==> src/rtl/gns_pkg.sv <==
`default_nettype none

package gns_pkg;

	// One input word: a normal and its group flags.
	typedef struct packed {
		logic signed [15:0] normal_x;
		logic signed [15:0] normal_y;
		logic signed [15:0] normal_z;
		logic               is_center;
		logic               is_self;
		logic               is_last;
	} gns_in_t;

	// One output word: the normalized filtered normal.
	typedef struct packed {
		logic signed [15:0] filtered_x;
		logic signed [15:0] filtered_y;
		logic signed [15:0] filtered_z;
	} gns_out_t;

	// Datapath operations issued by the controller.
	typedef enum logic [4:0] {
		OP_NOP,
		OP_LOAD,
		OP_CENTER,
		OP_DIFF,
		OP_H,
		OP_P1,
		OP_P2,
		OP_P3,
		OP_SQI_W,
		OP_SQI_L,
		OP_SQS,
		OP_ACS,
		OP_ANG2,
		OP_TMUL,
		OP_RINIT,
		OP_TYM,
		OP_TYR,
		OP_TYC,
		OP_EXP,
		OP_ADD,
		OP_MAG,
		OP_SHR,
		OP_SHL,
		OP_LEN,
		OP_DVI,
		OP_DVS,
		OP_DVO,
		OP_OUT
	} gns_op_t;

	typedef struct packed {
		gns_op_t    op;
		logic [1:0] idx;
		logic [3:0] j;
	} gns_cmd_t;

	typedef struct packed {
		logic too_big;
		logic too_small;
		logic sum_zero;
	} gns_stat_t;

	localparam int SQ_STEPS  = 25;
	localparam int DIV_STEPS = 16;
	localparam int TAYLOR_N  = 8;
	localparam logic [15:0] INV_RESET = 16'd13281;

	// exp(-k) in Q.24 for k = 0..16.
	function automatic logic [24:0] exp_int(input logic [4:0] k);
		logic [24:0] v;
		begin
			unique case (k)
				5'd0:  v = 25'd16777216;
				5'd1:  v = 25'd6171993;
				5'd2:  v = 25'd2270549;
				5'd3:  v = 25'd835288;
				5'd4:  v = 25'd307285;
				5'd5:  v = 25'd113044;
				5'd6:  v = 25'd41587;
				5'd7:  v = 25'd15299;
				5'd8:  v = 25'd5628;
				5'd9:  v = 25'd2070;
				5'd10: v = 25'd762;
				5'd11: v = 25'd280;
				5'd12: v = 25'd103;
				5'd13: v = 25'd38;
				5'd14: v = 25'd14;
				5'd15: v = 25'd5;
				5'd16: v = 25'd2;
				default: v = 25'd0;
			endcase
			return v;
		end
	endfunction

	// Reciprocal of the Taylor divisor in Q.32, rounded down.
	function automatic logic [31:0] recip(input logic [3:0] j);
		logic [31:0] v;
		begin
			unique case (j)
				4'd1: v = 32'hFFFF_FFFF;
				4'd2: v = 32'h8000_0000;
				4'd3: v = 32'h5555_5555;
				4'd4: v = 32'h4000_0000;
				4'd5: v = 32'h3333_3333;
				4'd6: v = 32'h2AAA_AAAA;
				4'd7: v = 32'h2492_4924;
				4'd8: v = 32'h2000_0000;
				default: v = 32'h0;
			endcase
			return v;
		end
	endfunction

endpackage

`default_nettype wire

==> src/rtl/gns_datapath.sv <==
`default_nettype none

module gns_datapath import gns_pkg::*; (
	input  wire logic      clk,
	input  wire logic      arst_n,
	input  wire gns_cmd_t  cmd,
	input  wire gns_in_t   in_data,
	input  wire logic      cfg_we,
	input  wire logic [15:0] cfg_wdata,
	output gns_stat_t      stat,
	output gns_out_t       out_data
);

	localparam logic [49:0] ONE_F  = 50'd16384;
	localparam logic [49:0] TWO_F  = 50'd32768;
	localparam logic [16:0] PI_F   = 17'd51472;
	localparam logic [49:0] SQ_B0  = 50'h1_0000_0000_0000;
	localparam logic [24:0] ONE24  = 25'h100_0000;

	logic [15:0]        inv_q;
	logic signed [15:0] n_q   [3];
	logic signed [15:0] cn_q  [3];
	logic signed [31:0] sum_q [3];
	logic [31:0]        mag_q [3];
	logic [15:0]        res_q [3];
	logic [49:0]        acc_q;
	logic [14:0]        a_q;
	logic               neg_q;
	logic [16:0]        p_q;
	logic [49:0]        sx_q;
	logic [49:0]        sr_q;
	logic [49:0]        sb_q;
	logic [15:0]        ang_q;
	logic [31:0]        sq_q;
	logic [24:0]        t_q;
	logic [24:0]        r_q;
	logic [23:0]        x_q;
	logic [23:0]        q_q;
	logic [16:0]        w_q;
	logic [15:0]        numlo_q;
	logic [24:0]        rem_q;
	logic [15:0]        quo_q;
	gns_out_t           out_q;

	logic signed [16:0] diff;
	logic [15:0]        dmag;
	logic signed [16:0] nsx;
	logic [16:0]        nmag;
	logic [31:0]        mul_a;
	logic [31:0]        mul_b;
	logic [63:0]        prod;
	logic [49:0]        hfull;
	logic [15:0]        h;
	logic               hneg;
	logic [49:0]        sq_try;
	logic [16:0]        acs;
	logic [23:0]        trem;
	logic [23:0]        qfix;
	logic [8:0]         tk;
	logic [4:0]         tk_idx;
	logic [49:0]        esum;
	logic [33:0]        tsum;
	logic signed [33:0] sum_ext;
	logic signed [33:0] term_ext;
	logic signed [33:0] vsum;
	logic [31:0]        vsat;
	logic [38:0]        num;
	logic [25:0]        rem2;
	logic [14:0]        qcap;
	logic [15:0]        qext;

	// Operand magnitudes for the distance and the sum terms.
	always_comb begin
		diff = {cn_q[cmd.idx][15], cn_q[cmd.idx]} - {n_q[cmd.idx][15], n_q[cmd.idx]};
		dmag = diff[16] ? 16'(-diff) : diff[15:0];
		nsx  = {n_q[cmd.idx][15], n_q[cmd.idx]};
		nmag = nsx[16] ? 17'(-nsx) : 17'(nsx);
	end

	// Shared multiplier operand selection.
	always_comb begin
		mul_a = 32'd0;
		mul_b = 32'd0;
		unique case (cmd.op)
			OP_DIFF: begin
				mul_a = 32'(dmag);
				mul_b = 32'(dmag);
			end
			OP_P1: begin
				mul_a = 32'd1227;
				mul_b = 32'(a_q);
			end
			OP_P2, OP_P3: begin
				mul_a = 32'(p_q);
				mul_b = 32'(a_q);
			end
			OP_ACS: begin
				mul_a = 32'(p_q);
				mul_b = sr_q[31:0];
			end
			OP_ANG2: begin
				mul_a = 32'(ang_q);
				mul_b = 32'(ang_q);
			end
			OP_TMUL: begin
				mul_a = sq_q;
				mul_b = 32'(inv_q);
			end
			OP_TYM: begin
				mul_a = 32'(t_q[15:0]);
				mul_b = 32'(r_q);
			end
			OP_TYR: begin
				mul_a = 32'(x_q);
				mul_b = recip(cmd.j);
			end
			OP_TYC: begin
				mul_a = 32'(q_q);
				mul_b = 32'(cmd.j);
			end
			OP_EXP: begin
				mul_a = 32'(exp_int(tk_idx));
				mul_b = 32'(r_q);
			end
			OP_ADD: begin
				mul_a = 32'(w_q);
				mul_b = 32'(nmag);
			end
			OP_LEN: begin
				mul_a = 32'(mag_q[cmd.idx][23:0]);
				mul_b = 32'(mag_q[cmd.idx][23:0]);
			end
			default: begin
				mul_a = 32'd0;
				mul_b = 32'd0;
			end
		endcase
		prod = 64'(mul_a) * 64'(mul_b);
	end

	// Angle, exponential and accumulation helpers.
	always_comb begin
		hfull  = (acc_q + ONE_F) >> 15;
		h      = (hfull > TWO_F) ? 16'(TWO_F) : hfull[15:0];
		hneg   = (50'(h) > ONE_F);
		sq_try = sr_q + sb_q;
		acs    = 17'((prod[33:0] + 34'd32768) >> 16);
		trem   = x_q - prod[23:0];
		qfix   = (trem >= 24'(cmd.j)) ? (q_q + 24'd1) : q_q;
		tk     = t_q[24:16];
		tk_idx = (tk > 9'd16) ? 5'd16 : tk[4:0];
		esum   = prod[49:0] + 50'h80_0000;
		tsum   = prod[33:0] + 34'd32768;
		sum_ext  = 34'(sum_q[cmd.idx]);
		term_ext = $signed({16'd0, tsum[33:16]});
		vsum     = nsx[16] ? (sum_ext - term_ext) : (sum_ext + term_ext);
		vsat     = (vsum[33:31] == 3'b000 || vsum[33:31] == 3'b111) ? vsum[31:0] :
			(vsum[33] ? 32'h8000_0000 : 32'h7FFF_FFFF);
		num  = {mag_q[cmd.idx][23:0], 15'd0} >> 1;
		num  = num + 39'(sr_q[24:1]);
		rem2 = {rem_q, numlo_q[15]};
		qcap = (quo_q > 16'(ONE_F)) ? 15'(ONE_F) : quo_q[14:0];
		qext = {1'b0, qcap};
	end

	// Status for the normalizing loops and the zero sum.
	always_comb begin
		stat.too_big   = (mag_q[0][31:24] != 8'd0) || (mag_q[1][31:24] != 8'd0) ||
			(mag_q[2][31:24] != 8'd0);
		stat.too_small = (mag_q[0][31:23] == 9'd0) && (mag_q[1][31:23] == 9'd0) &&
			(mag_q[2][31:23] == 9'd0);
		stat.sum_zero  = (sum_q[0] == 32'sd0) && (sum_q[1] == 32'sd0) &&
			(sum_q[2] == 32'sd0);
	end

	// Group state, cleared by reset, and the configuration register, reset to INV_RESET.
	always_ff @(posedge clk or negedge arst_n) begin
		if (!arst_n) begin
			inv_q <= INV_RESET;
			for (int i = 0; i < 3; i++) begin
				cn_q[i]  <= 16'sd0;
				sum_q[i] <= 32'sd0;
			end
		end else begin
			if (cfg_we) begin
				inv_q <= cfg_wdata;
			end
			if (cmd.op == OP_CENTER) begin
				for (int i = 0; i < 3; i++) begin
					cn_q[i]  <= n_q[i];
					sum_q[i] <= 32'(n_q[i]);
				end
			end else if (cmd.op == OP_ADD) begin
				sum_q[cmd.idx] <= vsat;
			end
		end
	end

	// Working registers of the weight and normalization sequences.
	always_ff @(posedge clk) begin
		unique case (cmd.op)
			OP_LOAD: begin
				n_q[0] <= in_data.normal_x;
				n_q[1] <= in_data.normal_y;
				n_q[2] <= in_data.normal_z;
			end
			OP_DIFF, OP_LEN: begin
				acc_q <= ((cmd.idx == 2'd0) ? 50'd0 : acc_q) + prod[49:0];
			end
			OP_H: begin
				neg_q <= hneg;
				a_q   <= hneg ? 15'(h - 16'(ONE_F)) : 15'(16'(ONE_F) - h);
			end
			OP_P1: p_q <= 17'd4867 - 17'(prod >> 14);
			OP_P2: p_q <= 17'd13901 - 17'(prod >> 14);
			OP_P3: p_q <= 17'd102939 - 17'(prod >> 14);
			OP_SQI_W: begin
				sx_q <= 50'(15'(ONE_F) - a_q) << 14;
				sr_q <= 50'd0;
				sb_q <= SQ_B0;
			end
			OP_SQI_L: begin
				sx_q <= acc_q;
				sr_q <= 50'd0;
				sb_q <= SQ_B0;
			end
			OP_SQS: begin
				if (sx_q >= sq_try) begin
					sx_q <= sx_q - sq_try;
					sr_q <= (sr_q >> 1) + sb_q;
				end else begin
					sr_q <= sr_q >> 1;
				end
				sb_q <= sb_q >> 2;
			end
			OP_ACS: ang_q <= neg_q ? 16'(PI_F - acs) : 16'(acs);
			OP_ANG2: sq_q <= prod[31:0];
			OP_TMUL: t_q <= 25'((prod[48:0] + 49'h40_0000) >> 23);
			OP_RINIT: r_q <= ONE24;
			OP_TYM: x_q <= prod[39:16];
			OP_TYR: q_q <= prod[55:32];
			OP_TYC: r_q <= ONE24 - 25'(qfix);
			OP_EXP: w_q <= (tk > 9'd16) ? 17'd0 : 17'((25'(esum[49:24]) + 25'd128) >> 8);
			OP_MAG: begin
				for (int i = 0; i < 3; i++) begin
					mag_q[i] <= sum_q[i][31] ? 32'(-sum_q[i]) : sum_q[i];
					res_q[i] <= 16'd0;
				end
			end
			OP_SHR: begin
				for (int i = 0; i < 3; i++) begin
					mag_q[i] <= mag_q[i] >> 1;
				end
			end
			OP_SHL: begin
				for (int i = 0; i < 3; i++) begin
					mag_q[i] <= mag_q[i] << 1;
				end
			end
			OP_DVI: begin
				rem_q   <= 25'(num[38:16]);
				numlo_q <= num[15:0];
				quo_q   <= 16'd0;
			end
			OP_DVS: begin
				if (rem2 >= 26'(sr_q[24:0])) begin
					rem_q <= 25'(rem2 - 26'(sr_q[24:0]));
					quo_q <= {quo_q[14:0], 1'b1};
				end else begin
					rem_q <= rem2[24:0];
					quo_q <= {quo_q[14:0], 1'b0};
				end
				numlo_q <= numlo_q << 1;
			end
			OP_DVO: res_q[cmd.idx] <= sum_q[cmd.idx][31] ? (16'd0 - qext) : qext;
			OP_OUT: begin
				out_q.filtered_x <= res_q[0];
				out_q.filtered_y <= res_q[1];
				out_q.filtered_z <= res_q[2];
			end
			default: begin
			end
		endcase
	end

	assign out_data = out_q;

endmodule

`default_nettype wire

==> src/rtl/gns_ctrl.sv <==
`default_nettype none

module gns_ctrl import gns_pkg::*; #(
	parameter int MAX_NEIGHBORS = 16
) (
	input  wire logic      clk,
	input  wire logic      arst_n,
	input  wire logic      in_valid,
	input  wire logic      is_center,
	input  wire logic      is_self,
	input  wire logic      is_last,
	output logic           in_ready,
	output logic           out_valid,
	input  wire logic      out_ready,
	input  wire gns_stat_t stat,
	output gns_cmd_t       cmd
);

	localparam int CW = $clog2(MAX_NEIGHBORS + 1);

	typedef enum logic [4:0] {
		S_IDLE, S_DISPATCH, S_CENTER, S_DIFF, S_H, S_P1, S_P2, S_P3, S_SQI, S_SQS,
		S_ACS, S_ANG2, S_TMUL, S_RINIT, S_TYM, S_TYR, S_TYC, S_EXP, S_ADD, S_CHECK,
		S_MAG, S_NR, S_NL, S_LEN, S_SQI2, S_SQS2, S_DVI, S_DVS, S_DVO, S_OUT
	} state_t;

	state_t          state_q;
	logic [CW-1:0]   cnt_q;
	logic [4:0]      step_q;
	logic [1:0]      idx_q;
	logic [3:0]      j_q;
	logic            center_q;
	logic            self_q;
	logic            last_q;
	logic            out_valid_q;
	logic            out_free;

	assign out_free  = !out_valid_q || out_ready;
	assign in_ready  = (state_q == S_IDLE);
	assign out_valid = out_valid_q;

	// Command decode from the current state.
	always_comb begin
		cmd.idx = idx_q;
		cmd.j   = j_q;
		unique case (state_q)
			S_IDLE:    cmd.op = in_valid ? OP_LOAD : OP_NOP;
			S_CENTER:  cmd.op = OP_CENTER;
			S_DIFF:    cmd.op = OP_DIFF;
			S_H:       cmd.op = OP_H;
			S_P1:      cmd.op = OP_P1;
			S_P2:      cmd.op = OP_P2;
			S_P3:      cmd.op = OP_P3;
			S_SQI:     cmd.op = OP_SQI_W;
			S_SQS:     cmd.op = OP_SQS;
			S_ACS:     cmd.op = OP_ACS;
			S_ANG2:    cmd.op = OP_ANG2;
			S_TMUL:    cmd.op = OP_TMUL;
			S_RINIT:   cmd.op = OP_RINIT;
			S_TYM:     cmd.op = OP_TYM;
			S_TYR:     cmd.op = OP_TYR;
			S_TYC:     cmd.op = OP_TYC;
			S_EXP:     cmd.op = OP_EXP;
			S_ADD:     cmd.op = OP_ADD;
			S_MAG:     cmd.op = OP_MAG;
			S_NR:      cmd.op = stat.too_big ? OP_SHR : OP_NOP;
			S_NL:      cmd.op = stat.too_small ? OP_SHL : OP_NOP;
			S_LEN:     cmd.op = OP_LEN;
			S_SQI2:    cmd.op = OP_SQI_L;
			S_SQS2:    cmd.op = OP_SQS;
			S_DVI:     cmd.op = OP_DVI;
			S_DVS:     cmd.op = OP_DVS;
			S_DVO:     cmd.op = OP_DVO;
			S_OUT:     cmd.op = out_free ? OP_OUT : OP_NOP;
			default:   cmd.op = OP_NOP;
		endcase
	end

	// Sequencer state, loop counters and the output valid flag.
	always_ff @(posedge clk or negedge arst_n) begin
		if (!arst_n) begin
			state_q     <= S_IDLE;
			cnt_q       <= '0;
			step_q      <= 5'd0;
			idx_q       <= 2'd0;
			j_q         <= 4'd0;
			center_q    <= 1'b0;
			self_q      <= 1'b0;
			last_q      <= 1'b0;
			out_valid_q <= 1'b0;
		end else begin
			if (state_q == S_OUT && out_free) begin
				out_valid_q <= 1'b1;
			end else if (out_valid_q && out_ready) begin
				out_valid_q <= 1'b0;
			end
			unique case (state_q)
				S_IDLE: begin
					if (in_valid) begin
						center_q <= is_center;
						self_q   <= is_self;
						last_q   <= is_last;
						state_q  <= S_DISPATCH;
					end
				end
				S_DISPATCH: begin
					idx_q <= 2'd0;
					if (center_q) begin
						state_q <= S_CENTER;
					end else if (cnt_q < CW'(MAX_NEIGHBORS)) begin
						cnt_q   <= cnt_q + 1'b1;
						state_q <= self_q ? S_CHECK : S_DIFF;
					end else begin
						state_q <= S_CHECK;
					end
				end
				S_CENTER: begin
					cnt_q   <= '0;
					state_q <= S_CHECK;
				end
				S_DIFF: begin
					idx_q <= (idx_q == 2'd2) ? 2'd0 : idx_q + 2'd1;
					if (idx_q == 2'd2) begin
						state_q <= S_H;
					end
				end
				S_H:   state_q <= S_P1;
				S_P1:  state_q <= S_P2;
				S_P2:  state_q <= S_P3;
				S_P3:  state_q <= S_SQI;
				S_SQI: begin
					step_q  <= 5'd0;
					state_q <= S_SQS;
				end
				S_SQS: begin
					step_q <= step_q + 5'd1;
					if (step_q == 5'(SQ_STEPS - 1)) begin
						state_q <= S_ACS;
					end
				end
				S_ACS:  state_q <= S_ANG2;
				S_ANG2: state_q <= S_TMUL;
				S_TMUL: state_q <= S_RINIT;
				S_RINIT: begin
					j_q     <= 4'(TAYLOR_N);
					state_q <= S_TYM;
				end
				S_TYM: state_q <= S_TYR;
				S_TYR: state_q <= S_TYC;
				S_TYC: begin
					if (j_q == 4'd1) begin
						state_q <= S_EXP;
					end else begin
						j_q     <= j_q - 4'd1;
						state_q <= S_TYM;
					end
				end
				S_EXP: begin
					idx_q   <= 2'd0;
					state_q <= S_ADD;
				end
				S_ADD: begin
					idx_q <= (idx_q == 2'd2) ? 2'd0 : idx_q + 2'd1;
					if (idx_q == 2'd2) begin
						state_q <= S_CHECK;
					end
				end
				S_CHECK: state_q <= last_q ? S_MAG : S_IDLE;
				S_MAG:   state_q <= stat.sum_zero ? S_OUT : S_NR;
				S_NR: begin
					if (!stat.too_big) begin
						state_q <= S_NL;
					end
				end
				S_NL: begin
					if (!stat.too_small) begin
						idx_q   <= 2'd0;
						state_q <= S_LEN;
					end
				end
				S_LEN: begin
					idx_q <= (idx_q == 2'd2) ? 2'd0 : idx_q + 2'd1;
					if (idx_q == 2'd2) begin
						state_q <= S_SQI2;
					end
				end
				S_SQI2: begin
					step_q  <= 5'd0;
					state_q <= S_SQS2;
				end
				S_SQS2: begin
					step_q <= step_q + 5'd1;
					if (step_q == 5'(SQ_STEPS - 1)) begin
						idx_q   <= 2'd0;
						state_q <= S_DVI;
					end
				end
				S_DVI: begin
					step_q  <= 5'd0;
					state_q <= S_DVS;
				end
				S_DVS: begin
					step_q <= step_q + 5'd1;
					if (step_q == 5'(DIV_STEPS - 1)) begin
						state_q <= S_DVO;
					end
				end
				S_DVO: begin
					if (idx_q == 2'd2) begin
						state_q <= S_OUT;
					end else begin
						idx_q   <= idx_q + 2'd1;
						state_q <= S_DVI;
					end
				end
				S_OUT: begin
					if (out_free) begin
						state_q <= S_IDLE;
					end
				end
				default: state_q <= S_IDLE;
			endcase
		end
	end

endmodule

`default_nettype wire

==> src/rtl/gaussian_normal_smoothing_unit.sv <==
// Gaussian-weighted normal smoothing: a center word opens a group, each neighbor word adds its
// normal weighted by exp(-angle^2 * inv_sigma_sq), and the word flagged last produces the
// normalized sum. One word is processed at a time. A weighted neighbor's work is set mostly by
// the 25-step shared square-root unit and the 8-term exponential series on the shared
// multiplier; a center word and a skipped or ignored neighbor bypass the weight computation.
// A result needs the normalizing shifts, the square root and three 16-step divisions, or none
// of these for a zero sum, and waits in S_OUT while the output register stays full.
// A finished result waits in the output register while the next word is already accepted.
`default_nettype none

module gaussian_normal_smoothing_unit import gns_pkg::*; #(
	parameter int MAX_NEIGHBORS = 16
) (
	input  wire logic        clk,
	input  wire logic        arst_n,
	input  wire logic        in_valid,
	output logic             in_ready,
	input  wire gns_in_t     in_data,
	output logic             out_valid,
	input  wire logic        out_ready,
	output gns_out_t         out_data,
	input  wire logic        cfg_we,
	input  wire logic [15:0] cfg_wdata
);

	gns_cmd_t  cmd;
	gns_stat_t stat;

	// Sequencer.
	gns_ctrl #(
		.MAX_NEIGHBORS(MAX_NEIGHBORS)
	) u_ctrl (
		.clk       (clk),
		.arst_n    (arst_n),
		.in_valid  (in_valid),
		.is_center (in_data.is_center),
		.is_self   (in_data.is_self),
		.is_last   (in_data.is_last),
		.in_ready  (in_ready),
		.out_valid (out_valid),
		.out_ready (out_ready),
		.stat      (stat),
		.cmd       (cmd)
	);

	// Arithmetic and group state.
	gns_datapath u_dp (
		.clk       (clk),
		.arst_n    (arst_n),
		.cmd       (cmd),
		.in_data   (in_data),
		.cfg_we    (cfg_we),
		.cfg_wdata (cfg_wdata),
		.stat      (stat),
		.out_data  (out_data)
	);

`ifndef SYNTH
	// The block takes no second word in the cycle right after accepting one.
	a_busy_after_accept: assert property (@(posedge clk) disable iff (!arst_n)
		in_valid && in_ready |=> !in_ready)
		else $error("word accepted while the previous one is being dispatched");

	// Every emitted component stays within plus or minus one.
	a_out_bounded: assert property (@(posedge clk) disable iff (!arst_n)
		out_valid |-> (out_data.filtered_x <= 16'sd16384 && out_data.filtered_x >= -16'sd16384 &&
		out_data.filtered_y <= 16'sd16384 && out_data.filtered_y >= -16'sd16384 &&
		out_data.filtered_z <= 16'sd16384 && out_data.filtered_z >= -16'sd16384))
		else $error("filtered component out of range");
`endif

endmodule

`default_nettype wire

==> config.mk <==
export PLATFORM = sky130hd
export DESIGN_NAME = gaussian_normal_smoothing_unit
export DESIGN_NICKNAME = d
export VERILOG_FILES = /design/src/rtl/gns_pkg.sv /design/src/rtl/gns_datapath.sv /design/src/rtl/gns_ctrl.sv /design/src/rtl/gaussian_normal_smoothing_unit.sv
export SDC_FILE = /design/constraint.sdc
export NUM_CORES = 2
export LEC_CHECK = 0
export ABC_AREA = 1
export BUFFER_PORTS_ARGS = -buffer_cell sky130_fd_sc_hd__clkbuf_2
export CAP_MARGIN = 5
export CORE_ASPECT_RATIO = 1.4
export CORE_MARGIN = 1
export CORE_UTILIZATION = 51
export DETAILED_ROUTE_END_ITERATION = 10
export MAX_ROUTING_LAYER = met4
export PLACE_DENSITY = 0.72
export SYNTH_ARGS = -nofsm -noshare
export SYNTH_HDL_FRONTEND = slang
export SYNTH_SLANG_ARGS = --single-unit
==> constraint.sdc <==
create_clock -name clk -period 23.7 [get_ports clk]
set_input_delay 3.555 -clock clk [delete_from_list [all_inputs] [get_ports clk]]
set_output_delay 3.555 -clock clk [all_outputs]
set_load 0.05 [all_outputs]
==> impl_metrics.env <==
export IMPL_status="finished, final reports clean"
export IMPL_cts_hold_buf=0
export IMPL_start_util=0.514
export IMPL_yosysUniqueCellTypes=79
export IMPL_dieArea_sq_um=185000
export IMPL_clock_skew_ns=0.0694
export IMPL_syn_area_sq_um=93500
export IMPL_coreArea_sq_um=182000
export IMPL_ys_seq_area_frac=0.264
export IMPL_slew_violations=0
export IMPL_grt_start_max_net_pins=108
export IMPL_n_fill_cell=17065
export IMPL_async_reset_ff_frac=0.217
export IMPL_grt_use_total=0.440
export IMPL_ant_nets=0
export IMPL_synthCells=11949
export IMPL_syn_avg_cell_area_sq_um=7.82
export IMPL_synth_fa_ha_area_frac=0.257
export IMPL_critPathSlowestCell="nand2_1"
export IMPL_clkLatencyLatePin_ns=0.78
export IMPL_drc=0
export IMPL_crit_fanout=31
export IMPL_drt_wl_total_mm=396
export IMPL_worst_pin_slew_ns=1.35
export IMPL_path_clk_slew_ns=0.06
export IMPL_setup_viol=0
export IMPL_gp_congestion=1.24
export IMPL_min_path_type="register to register"
export IMPL_wire_per_inst_um=27.2
export IMPL_fmax_ghz=0.0508
export IMPL_clk_path_buf_depth=3
export IMPL_dp_hpwl_mm=319
export IMPL_port_buffers=121
export IMPL_viasPerCell=5.95
export IMPL_antenna_found_initial=53
export IMPL_yosysWarnings=0
export IMPL_cts_htree_levels=3
export IMPL_placed_cell_area_sq_um=97200
export IMPL_rsz0062_at_grt="false"
export IMPL_die_w_um=364
export IMPL_vias=86650
export IMPL_slew_headroom=0.0911
export IMPL_cts_resized=0
export IMPL_synthMuxAreaShare=0.00108
export IMPL_setup_tns_ns=0
export IMPL_synth_simple_area_share=0.209
export IMPL_globalRouteOverflowTotal=0
export IMPL_synth_top_family_by_area="adder cells"
export IMPL_fp_row_count=185
export IMPL_drtPass1Iterations=9
export IMPL_nets=13475
export IMPL_cp_start_kind="register"
export IMPL_multi_input_area_sq_um=59400
export IMPL_ys_seq_elements=853
export IMPL_grt_pass1_wl_mm=572
export IMPL_grt_pass1_vias=85983
export IMPL_cts_sinks=853
export IMPL_crit_type="register to register"
export IMPL_path_common_cell="nand2_1"
export IMPL_end_kind="register"
export IMPL_arrival_ns=20.30
export IMPL_numCtsBuffers=94
export IMPL_finalCritPeriodShare=0.830
export IMPL_synth_main_ff_cell="edfxtp_1"
export IMPL_reg2reg_slack_ns=4.03
export IMPL_post_cts_buffers=0
export IMPL_synthXorXnorAreaFrac=0.0456
export IMPL_synth_edf_count=668
export IMPL_hold_viol=0
export IMPL_die_y_um=509
export IMPL_drive_above_1_share=0.0562
export IMPL_min_period_ns=19.67
export IMPL_drt_iter0_markers=9880
export IMPL_cp_required_ns=24.34
export IMPL_final_seq_area_sq_um=24700
export IMPL_ios=122
export IMPL_fin_area_sq_um=101000
export IMPL_clk_root_buffer_cell="clkbuf_16"
export IMPL_synth_compound_area_share=0.116
export IMPL_cts_tree="built"
export IMPL_maxCapViolCount=0
export IMPL_crit_path_max_incr_delay_ns=0.91
export IMPL_syn_to_final_growth_pct=7.65
[routing by layer]
metal	GRT usage	up-vias	wire length [um]
met4	0.351	0	40000
met5	-	-	0
met2	0.687	5070	182000
met1	0.485	41926	137000
li1	-	38220	-
met3	0.0993	1434	37400
[path summary, 6_finish.rpt]
| kind | start | endpoint | cells past startpoint |
|---|---|---|---|
| min | u_dp.res_q[1][3] | out_data[19] | 0 |
| max reg2reg | u_ctrl.idx_q[0] | u_dp.sum_q[64] | 67 |
| max | u_ctrl.idx_q[0] | u_dp.sum_q[64] | 67 |
| min in group asynchronous | arst_n | u_ctrl.out_valid | 1 |
| min reg2reg | u_dp.res_q[1][3] | out_data[19] | 0 |
| max in group asynchronous | arst_n | u_dp.sum_q[71] | 3 |
[worst max-delay path, delay by kind of cell, from the launching register on]
kind / cells / cell delay, ns
buf+inv: 10 / 2.49
xor+xnor: 2 / 0.43
simple gates: 25 / 6.69
flops: 1 / 0.60
compound gates: 18 / 3.60
fa+ha+maj: 12 / 5.65
[flip-flops by register name, indices dropped and copies added, names as in the netlist, 16 cells and up]
| register | count |
|---|---|
| u_dp.mag_q | 96 |
| u_dp.sum_q | 96 |
| u_dp.acc_q | 50 |
| u_dp.sr_q | 50 |
| u_dp.sx_q | 50 |
| out_data | 48 |
| u_dp.cn_q | 48 |
| u_dp.n_q | 48 |
| u_dp.res_q | 48 |
| u_dp.sq_q | 32 |
| u_dp.r_q | 25 |
| u_dp.rem_q | 25 |
| u_dp.sb_q | 25 |
| u_dp.t_q | 25 |
| u_dp.q_q | 24 |
| u_dp.x_q | 24 |
| u_dp.p_q | 17 |
| u_dp.w_q | 17 |
| u_dp.ang_q | 16 |
| u_dp.inv_q | 16 |
| u_dp.numlo_q | 16 |
| u_dp.quo_q | 16 |
[metrics by stage]
| stage | instances | setup WS (ns) | util | hold slack, ns |
|---|---|---|---|---|
| final | 14568 | 4.03 | 0.554 | 0.408 |
| after global routing | 14564 | 3.36 | 0.554 | 0.422 |
| after CTS | 14521 | 4.61 | 0.553 | 0.413 |
| after detailed placement | 14346 | 4.65 | 0.535 | 0.405 |
| after global placement | 14346 | 4.94 | 0.535 | 0.400 |
| after floorplan | 12030 | 9.27 | - | 0.400 |
[cell type report]
type,instances,share of cell area
inverter,2241,0.0836
clock buffer,131,0.0272
tap,2431,0.0302
multi-input combinational,8555,0.590
timing repair buffer,266,0.0169
antenna,47,0.00117
clock inverter,44,0.00546
sequential,853,0.245
[kinds of logic (layout without fill, tap and decap cells)]
kind of cell    Yosys count  in the layout
flops                   853            853
mux                       9              9
simple gates           4679           4679
compound gates         1909           1909
xor+xnor                483            483
fa+ha+maj              1392           1392
other cells               2            130
buf+inv                2622           2682
[placed cells by master, fill, tap and decap left out, types with 99 or more instances in the layout]
| cell type | count |
|---|---|
| a21oi_1 | 657 |
| nor3_1 | 141 |
| xor2_1 | 357 |
| nand3_1 | 379 |
| clkbuf_16 | 99 |
| inv_1 | 2204 |
| clkbuf_2 | 120 |
| ha_1 | 513 |
| xnor2_1 | 121 |
| nand4_1 | 134 |
| o21ai_0 | 714 |
| dfrtp_1 | 175 |
| buf_4 | 145 |
| fa_1 | 878 |
| o211ai_1 | 105 |
| nor2_1 | 1209 |
| edfxtp_1 | 668 |
| nand2_1 | 2502 |
[cells in the mapped netlist, drive strengths merged (19+ instances only)]
cell type	instances	area share
nand2	2585	0.11
inv	2227	0.089
nor2	1266	0.052
fa	878	0.19
o21ai	736	0.039
edfxtp	668	0.21
a21oi	667	0.036
ha	514	0.069
nand3	389	0.021
xor2	361	0.034
clkbuf	282	0.011
dfrtp	177	0.047
nor3	145	0.0078
nand4	135	0.0091
xnor2	122	0.012
o211ai	105	0.0084
buf	99	0.0055
nor4	76	0.0052
o22ai	58	0.0039
a31oi	56	0.0037
o21bai	53	0.0043
a21boi	36	0.0029
or2	35	0.0023
a221oi	29	0.0027
o31ai	24	0.0019
a211oi	22	0.0018
o21a	21	0.0017
nand3b	20	0.0016
o221ai	19	0.0018
Power is not shown: default switching activity piles up to over one toggle a cycle in this logic, so the estimate is an artifact.
